--- src/rtl/ntt_pkg.sv ---
`timescale 1ns / 1ps
// ----------------------------------------------------------------------------
// ntt_pkg: shared types and constants of the NAPT translation table
// Holds the field codes, the table entry layouts and the command and status
// records that join the controller and the datapath.
// ----------------------------------------------------------------------------
package ntt_pkg;

  localparam int MAP_ENTRIES_DEF  = 256;
  localparam int RULE_ENTRIES_DEF = 8;

  localparam int BM_WORD_W = 32;
  localparam int BM_BIT_W  = 5;
  localparam int BM_ADDR_W = 11;
  localparam int BM_WORDS  = 2048;

  localparam logic [15:0] IDLE_LIMIT_RESET = 16'd60;
  localparam logic [15:0] FIRST_PORT_RESET = 16'd1024;
  localparam logic [15:0] LAST_PORT_RESET  = 16'hFFFF;

  localparam logic [7:0] FLAG_FIN = 8'h01;
  localparam logic [7:0] FLAG_RST = 8'h04;

  localparam logic [1:0] ACT_PACKET = 2'd0;
  localparam logic [1:0] ACT_TICK   = 2'd1;
  localparam logic [1:0] ACT_RULE   = 2'd2;

  localparam logic [1:0] DIR_IN  = 2'd0;
  localparam logic [1:0] DIR_OUT = 2'd1;

  localparam logic [1:0] CFG_OUTSIDE_ADDR = 2'd0;
  localparam logic [1:0] CFG_IDLE_LIMIT   = 2'd1;
  localparam logic [1:0] CFG_FIRST_PORT   = 2'd2;
  localparam logic [1:0] CFG_LAST_PORT    = 2'd3;

  typedef enum logic [2:0] {
    ST_OK       = 3'd0,
    ST_BAD_DIR  = 3'd1,
    ST_NOT_TCP  = 3'd2,
    ST_NO_MATCH = 3'd3,
    ST_NO_ROOM  = 3'd4,
    ST_DONE     = 3'd5
  } status_t;

  typedef enum logic [4:0] {
    DP_NOP,
    DP_CLEAR,
    DP_LATCH,
    DP_TICK,
    DP_RULE_LOAD,
    DP_SET_RES,
    DP_MAP_READ,
    DP_MAP_EVAL,
    DP_PORT_START,
    DP_PORT_READ,
    DP_PORT_EVAL,
    DP_RULE_READ,
    DP_RULE_EVAL,
    DP_CREATE,
    DP_UPDATE,
    DP_FREE_READ,
    DP_FREE_WRITE,
    DP_SWEEP_EVAL,
    DP_OUT_LOAD
  } dp_step_t;

  typedef struct packed {
    dp_step_t step;
    status_t  res;
  } ntt_cmd_t;

  typedef struct packed {
    logic       clear_done;
    logic [1:0] action;
    logic [1:0] direction;
    logic       is_tcp;
    logic       map_hit;
    logic       map_last;
    logic       free_found;
    logic       port_empty_range;
    logic       port_got;
    logic       port_last;
    logic       rule_hit;
    logic       rule_last;
    logic       rule_none;
    logic       rst_flag;
    logic       drop;
  } ntt_stat_t;

  typedef struct packed {
    logic [31:0] inside_addr;
    logic [15:0] inside_port;
    logic [31:0] peer_addr;
    logic [15:0] peer_port;
    logic [31:0] outside_addr;
    logic [15:0] outside_port;
    logic [1:0]  fin_seen;
    logic [31:0] inside_seq_end;
    logic [31:0] inside_ack;
    logic [31:0] outside_seq_end;
    logic [31:0] outside_ack;
    logic [31:0] touch_time;
  } map_entry_t;

  typedef struct packed {
    logic [31:0] outer_addr;
    logic [15:0] outer_port;
    logic [31:0] inner_addr;
    logic [15:0] inner_port;
  } rule_entry_t;

endpackage

--- src/rtl/ntt_ctrl.sv ---
`timescale 1ns / 1ps
// ----------------------------------------------------------------------------
// ntt_ctrl: sequencer of the NAPT translation table
// Walks each request through table scans, port search, rule search, entry
// update and release, and hands the result to the output register.
// ----------------------------------------------------------------------------
module ntt_ctrl
  import ntt_pkg::*;
(
  input  logic      clk,
  input  logic      rst,
  input  logic      in_valid,
  output logic      in_ready,
  output logic      out_valid,
  input  logic      out_ready,
  input  ntt_stat_t stat,
  output ntt_cmd_t  cmd
);

  typedef enum logic [4:0] {
    S_CLEAR, S_IDLE, S_DECODE, S_MREAD, S_MEVAL, S_MISS, S_PREAD, S_PEVAL,
    S_RREAD, S_REVAL, S_CREATE, S_UPDATE, S_FREE_RD, S_FREE_WR, S_SREAD,
    S_SEVAL, S_SFREE_RD, S_SFREE_WR, S_FINISH
  } state_t;

  state_t state;
  state_t state_next;
  logic   load_out;

  assign in_ready = (state == S_IDLE);

  always_comb begin
    state_next = state;
    cmd.step   = DP_NOP;
    cmd.res    = ST_DONE;
    load_out   = 1'b0;
    case (state)
      S_CLEAR: begin
        cmd.step = DP_CLEAR;
        if (stat.clear_done) state_next = S_IDLE;
      end
      S_IDLE: begin
        if (in_valid) begin
          cmd.step   = DP_LATCH;
          state_next = S_DECODE;
        end
      end
      S_DECODE: begin
        case (stat.action)
          ACT_TICK: begin
            cmd.step   = DP_TICK;
            state_next = S_SREAD;
          end
          ACT_RULE: begin
            cmd.step   = DP_RULE_LOAD;
            state_next = S_FINISH;
          end
          ACT_PACKET: begin
            if (stat.direction[1]) begin
              cmd.step   = DP_SET_RES;
              cmd.res    = ST_BAD_DIR;
              state_next = S_FINISH;
            end else if (!stat.is_tcp) begin
              cmd.step   = DP_SET_RES;
              cmd.res    = ST_NOT_TCP;
              state_next = S_FINISH;
            end else begin
              state_next = S_MREAD;
            end
          end
          default: state_next = S_FINISH;
        endcase
      end
      S_MREAD: begin
        cmd.step   = DP_MAP_READ;
        state_next = S_MEVAL;
      end
      S_MEVAL: begin
        cmd.step = DP_MAP_EVAL;
        if (stat.map_hit) state_next = S_UPDATE;
        else if (stat.map_last) state_next = S_MISS;
        else state_next = S_MREAD;
      end
      S_MISS: begin
        if (stat.direction == DIR_OUT) begin
          if (!stat.free_found || stat.port_empty_range) begin
            cmd.step   = DP_SET_RES;
            cmd.res    = ST_NO_ROOM;
            state_next = S_FINISH;
          end else begin
            cmd.step   = DP_PORT_START;
            state_next = S_PREAD;
          end
        end else if (stat.rule_none) begin
          cmd.step   = DP_SET_RES;
          cmd.res    = ST_NO_MATCH;
          state_next = S_FINISH;
        end else begin
          state_next = S_RREAD;
        end
      end
      S_PREAD: begin
        cmd.step   = DP_PORT_READ;
        state_next = S_PEVAL;
      end
      S_PEVAL: begin
        cmd.step = DP_PORT_EVAL;
        if (stat.port_got) state_next = S_CREATE;
        else if (stat.port_last) state_next = S_FINISH;
        else state_next = S_PREAD;
      end
      S_RREAD: begin
        cmd.step   = DP_RULE_READ;
        state_next = S_REVAL;
      end
      S_REVAL: begin
        cmd.step = DP_RULE_EVAL;
        if (stat.rule_hit) state_next = stat.free_found ? S_CREATE : S_FINISH;
        else if (stat.rule_last) state_next = S_FINISH;
        else state_next = S_RREAD;
      end
      S_CREATE: begin
        cmd.step   = DP_CREATE;
        state_next = S_UPDATE;
      end
      S_UPDATE: begin
        cmd.step   = DP_UPDATE;
        state_next = stat.rst_flag ? S_FREE_RD : S_FINISH;
      end
      S_FREE_RD: begin
        cmd.step   = DP_FREE_READ;
        state_next = S_FREE_WR;
      end
      S_FREE_WR: begin
        cmd.step   = DP_FREE_WRITE;
        state_next = S_FINISH;
      end
      S_SREAD: begin
        cmd.step   = DP_MAP_READ;
        state_next = S_SEVAL;
      end
      S_SEVAL: begin
        cmd.step = DP_SWEEP_EVAL;
        if (stat.drop) state_next = S_SFREE_RD;
        else if (stat.map_last) state_next = S_FINISH;
        else state_next = S_SREAD;
      end
      S_SFREE_RD: begin
        cmd.step   = DP_FREE_READ;
        state_next = S_SFREE_WR;
      end
      S_SFREE_WR: begin
        cmd.step   = DP_FREE_WRITE;
        state_next = stat.map_last ? S_FINISH : S_SREAD;
      end
      S_FINISH: begin
        if (!out_valid || out_ready) begin
          cmd.step   = DP_OUT_LOAD;
          load_out   = 1'b1;
          state_next = S_IDLE;
        end
      end
      default: state_next = S_IDLE;
    endcase
  end

  always_ff @(posedge clk) begin
    if (rst) begin
      state     <= S_CLEAR;
      out_valid <= 1'b0;
    end else begin
      state <= state_next;
      if (load_out) out_valid <= 1'b1;
      else if (out_ready) out_valid <= 1'b0;
    end
  end

endmodule

--- config.mk ---
export PLATFORM = sky130hd
export DESIGN_NAME = ntt_ctrl
export DESIGN_NICKNAME = d
export VERILOG_FILES = /design/src/rtl/ntt_pkg.sv /design/src/rtl/ntt_ctrl.sv
export SDC_FILE = /design/constraint.sdc
export NUM_CORES = 1
export LEC_CHECK = 0
export BUFFER_PORTS_ARGS = -buffer_cell sky130_fd_sc_hd__buf_4
export CORE_MARGIN = 2
export CORE_UTILIZATION = 54
export DETAILED_ROUTE_END_ITERATION = 6
export PLACE_DENSITY = 0.84
export SLEW_MARGIN = 30
export SYNTH_ARGS = -nofsm -noshare
export SYNTH_HDL_FRONTEND = slang
export SYNTH_SLANG_ARGS = --single-unit
--- constraint.sdc ---
create_clock -name clk -period 4.6 [get_ports clk]
set_input_delay 0.69 -clock clk [delete_from_list [all_inputs] [get_ports clk]]
set_output_delay 0.69 -clock clk [all_outputs]
set_load 0.01 [all_outputs]
==> flow_metrics.env <==
export IMPL_clockBufferDepth=2
export IMPL_arrival_ps=2330
export IMPL_cp_slowest_stage_delay_ps=830
export IMPL_powerDensity_nw_per_um2=223
export IMPL_synth_warnings=0
export IMPL_avgSynthCellArea_um2=6.47
export IMPL_synthToLayoutAreaGrowth_pct=23.6
export IMPL_grt_pass1_vias=1041
export IMPL_routed_wl_um=3110
export IMPL_drt_initial_drc_count=70
export IMPL_setup_violations=0
export IMPL_min_path_type="flop to flop"
export IMPL_grt_antenna_before_repair=0
export IMPL_crit_top_cell="nand2b_1"
export IMPL_cp_max_fo=26
export IMPL_grt_overflow_total=0
export IMPL_post_cts_resized=0
export IMPL_peakVddDrop_uv=219
export IMPL_dp_slack_ps=1950
export IMPL_maxSlewViolCount=0
export IMPL_cts_sinks=6
export IMPL_r2r_cells=5
export IMPL_mostFrequentLayoutCells="buf_4 (30), a21oi_1 (21), nor2_1 (15)"
export IMPL_power_leakage_nw=0.416
export IMPL_mostFrequentLayoutCell="buf_4"
export IMPL_min_period_ps=3020
export IMPL_clock_fmax_ghz=0.331
export IMPL_drv_cap=0
export IMPL_r2r_end="state[1]"
export IMPL_grt_start_max_net_pins=28
export IMPL_crit_path_end_kind="output pin"
export IMPL_drt_vias_per_instance=6.36
export IMPL_final_area_um2=1200
export IMPL_fin_skew_ps=7.36
export IMPL_slew_headroom=0.439
export IMPL_top_usage_layer="met2"
export IMPL_rsz0062_at_grt="no"
export IMPL_r2r_slack_ps=2480
export IMPL_critPathTopFamily="simple AND/OR/NAND/NOR gates"
export IMPL_dp_hpwl_um=2340
export IMPL_cpMaxStageDelayCell="dfxtp_1"
export IMPL_synth_seq_cells=6
export IMPL_start_kind="flop"
export IMPL_vias=1252
export IMPL_hold_buffers=0
export IMPL_synthesis_area_um2=971
export IMPL_synthesis_nets=171
export IMPL_cts_tree="built"
export IMPL_seq_area_frac_synth=0.124
export IMPL_diodes=0
export IMPL_status="finished clean"
export IMPL_post_drt_wl_per_cell_um=15.8
export IMPL_placed_cells=194
export IMPL_cts_setup_buffers=0
export IMPL_worstSkewPairLatency_ps=260
export IMPL_use_met1=0.405
export IMPL_timing_setup_tns_ps=0
export IMPL_grt_util_met2=0.483
export IMPL_p_total_uw=267
export IMPL_initial_utilization=0.568
export IMPL_die_w_um=46.4
export IMPL_hold_viol=0
export IMPL_clkTransAtPathRegs_ps=50
export IMPL_port_buffers=30
export IMPL_synth_edff_count=0
export IMPL_setup_slack_ps=1580
export IMPL_ys_async_sr_fraction=0
export IMPL_min_from="out_valid"
export IMPL_hold_end="out_valid"
export IMPL_finish_utilization=0.703
export IMPL_worst_slew_pin_slew_ps=840
export IMPL_fin_crit_sh=0.656
export IMPL_cp_required_ps=3910
export IMPL_crit_chain="nand2b_1 -> nand2b_1 -> nor3_2 -> nand2b_1 -> o22ai_1 -> buf_4"
export IMPL_met3_usage=0.0471
export IMPL_core_area_um2=1710
export IMPL_synth_cells=150
export IMPL_die_area_um2=2150
export IMPL_ctsHtreeMaxLevel=1
export IMPL_track_usage=0.309
export IMPL_first_pass_iters=5
export IMPL_post_route_drc_count=0
export IMPL_synth_main_ff_cell="dfxtp_1"
export IMPL_fp_dieH_um=46.4
export IMPL_synth_cell_types=44
export IMPL_crit_type="flop to output pin"
export IMPL_cts_root_buffer="clkbuf_4"
export IMPL_grt_pass1_wl_um=4650
export IMPL_rr_startpoint="state[0]"
export IMPL_cp_num_buf_inv=1
export IMPL_std_cell_rows=15
export IMPL_fin_cells=197
export IMPL_hold_depth=2
export IMPL_holdWs_ps=516
export IMPL_routabilityCongestion=0.904
export IMPL_fin_nets=195
export IMPL_dpl_cell_area_um2=1180
export IMPL_drtAntennaViolNets=0
export IMPL_drive_gt1_frac=0.238
export IMPL_numCtsBuffers=3
export IMPL_ios=31
[where the power goes]
| part | total [mW] | internal (mW) | switching [mW] |
|---|---|---|---|
| clock network | 0.0529 | 0.0298 | 0.0231 |
| logic | 0.129 | 0.0655 | 0.0639 |
| registers | 0.0850 | 0.0566 | 0.0283 |
| total | 0.267 | 0.152 | 0.115 |
[worst register-to-register path, stage by stage (launching register included)]
cell      delay (ps)
dfxtp_1          860
nand2b_2         190
or4b_1           520
o31ai_2          110
nor3_2           100
a311oi_2         260
[cell usage after synthesis, types with 2 or more instances]
master / number / area share
a21oi_1: 21 / 0.11
a221oi_1: 2 / 0.018
a31oi_1: 2 / 0.013
buf_2: 7 / 0.036
clkbuf_1: 3 / 0.012
dfxtp_1: 6 / 0.12
inv_1: 6 / 0.023
mux2i_1: 2 / 0.021
nand2_1: 7 / 0.027
nand2b_1: 12 / 0.077
nand3_1: 6 / 0.031
nand3b_1: 2 / 0.015
nor2_1: 15 / 0.058
nor2b_1: 5 / 0.032
nor3_1: 4 / 0.021
nor3_2: 3 / 0.031
nor3b_1: 3 / 0.023
nor4_1: 2 / 0.013
o211ai_1: 2 / 0.015
o21ai_0: 9 / 0.046
o21ai_1: 6 / 0.031
o22ai_1: 2 / 0.013
or3_1: 2 / 0.013
[sequential cells by signal, indices dropped and copies added (netlist names)]
register   count
state          5
out_valid      1
[metal layers]
| layer | vias to the layer above | routed length, µm |
|---|---|---|
| met5 | - | 0 |
| met4 | 0 | 135 |
| met3 | 15 | 304 |
| met2 | 76 | 1450 |
| met1 | 559 | 1220 |
| li1 | 602 | - |
[how the worst max path moves through the flow]
stage	startpoint	end	slack (ps)	depth (start not counted)
floorplan	stat[7]	cmd[6]	2380	5
global placement	stat[13]	cmd[6]	1950	7
detailed placement	stat[13]	cmd[5]	1950	6
CTS	state[1]	cmd[1]	1670	6
global route	state[0]	cmd[5]	1470	6
finish	state[1]	cmd[1]	1580	6
[cell families after synthesis]
family          Yosys count  synth area share
flops                     6             0.124
mux                       2            0.0206
compound gates           56             0.363
buf+inv                  17            0.0747
simple gates             69             0.418
[cell type report]
cell class,instances,area (µm²)
clock buffers,3,22.5
flip-flops and latches,6,120
fillers,168,508
multi-input cells,127,778
inverters,6,22.5
repair buffers,30,225
well taps,25,31.3
No activity file was read; power rests on OpenSTA's default activity.
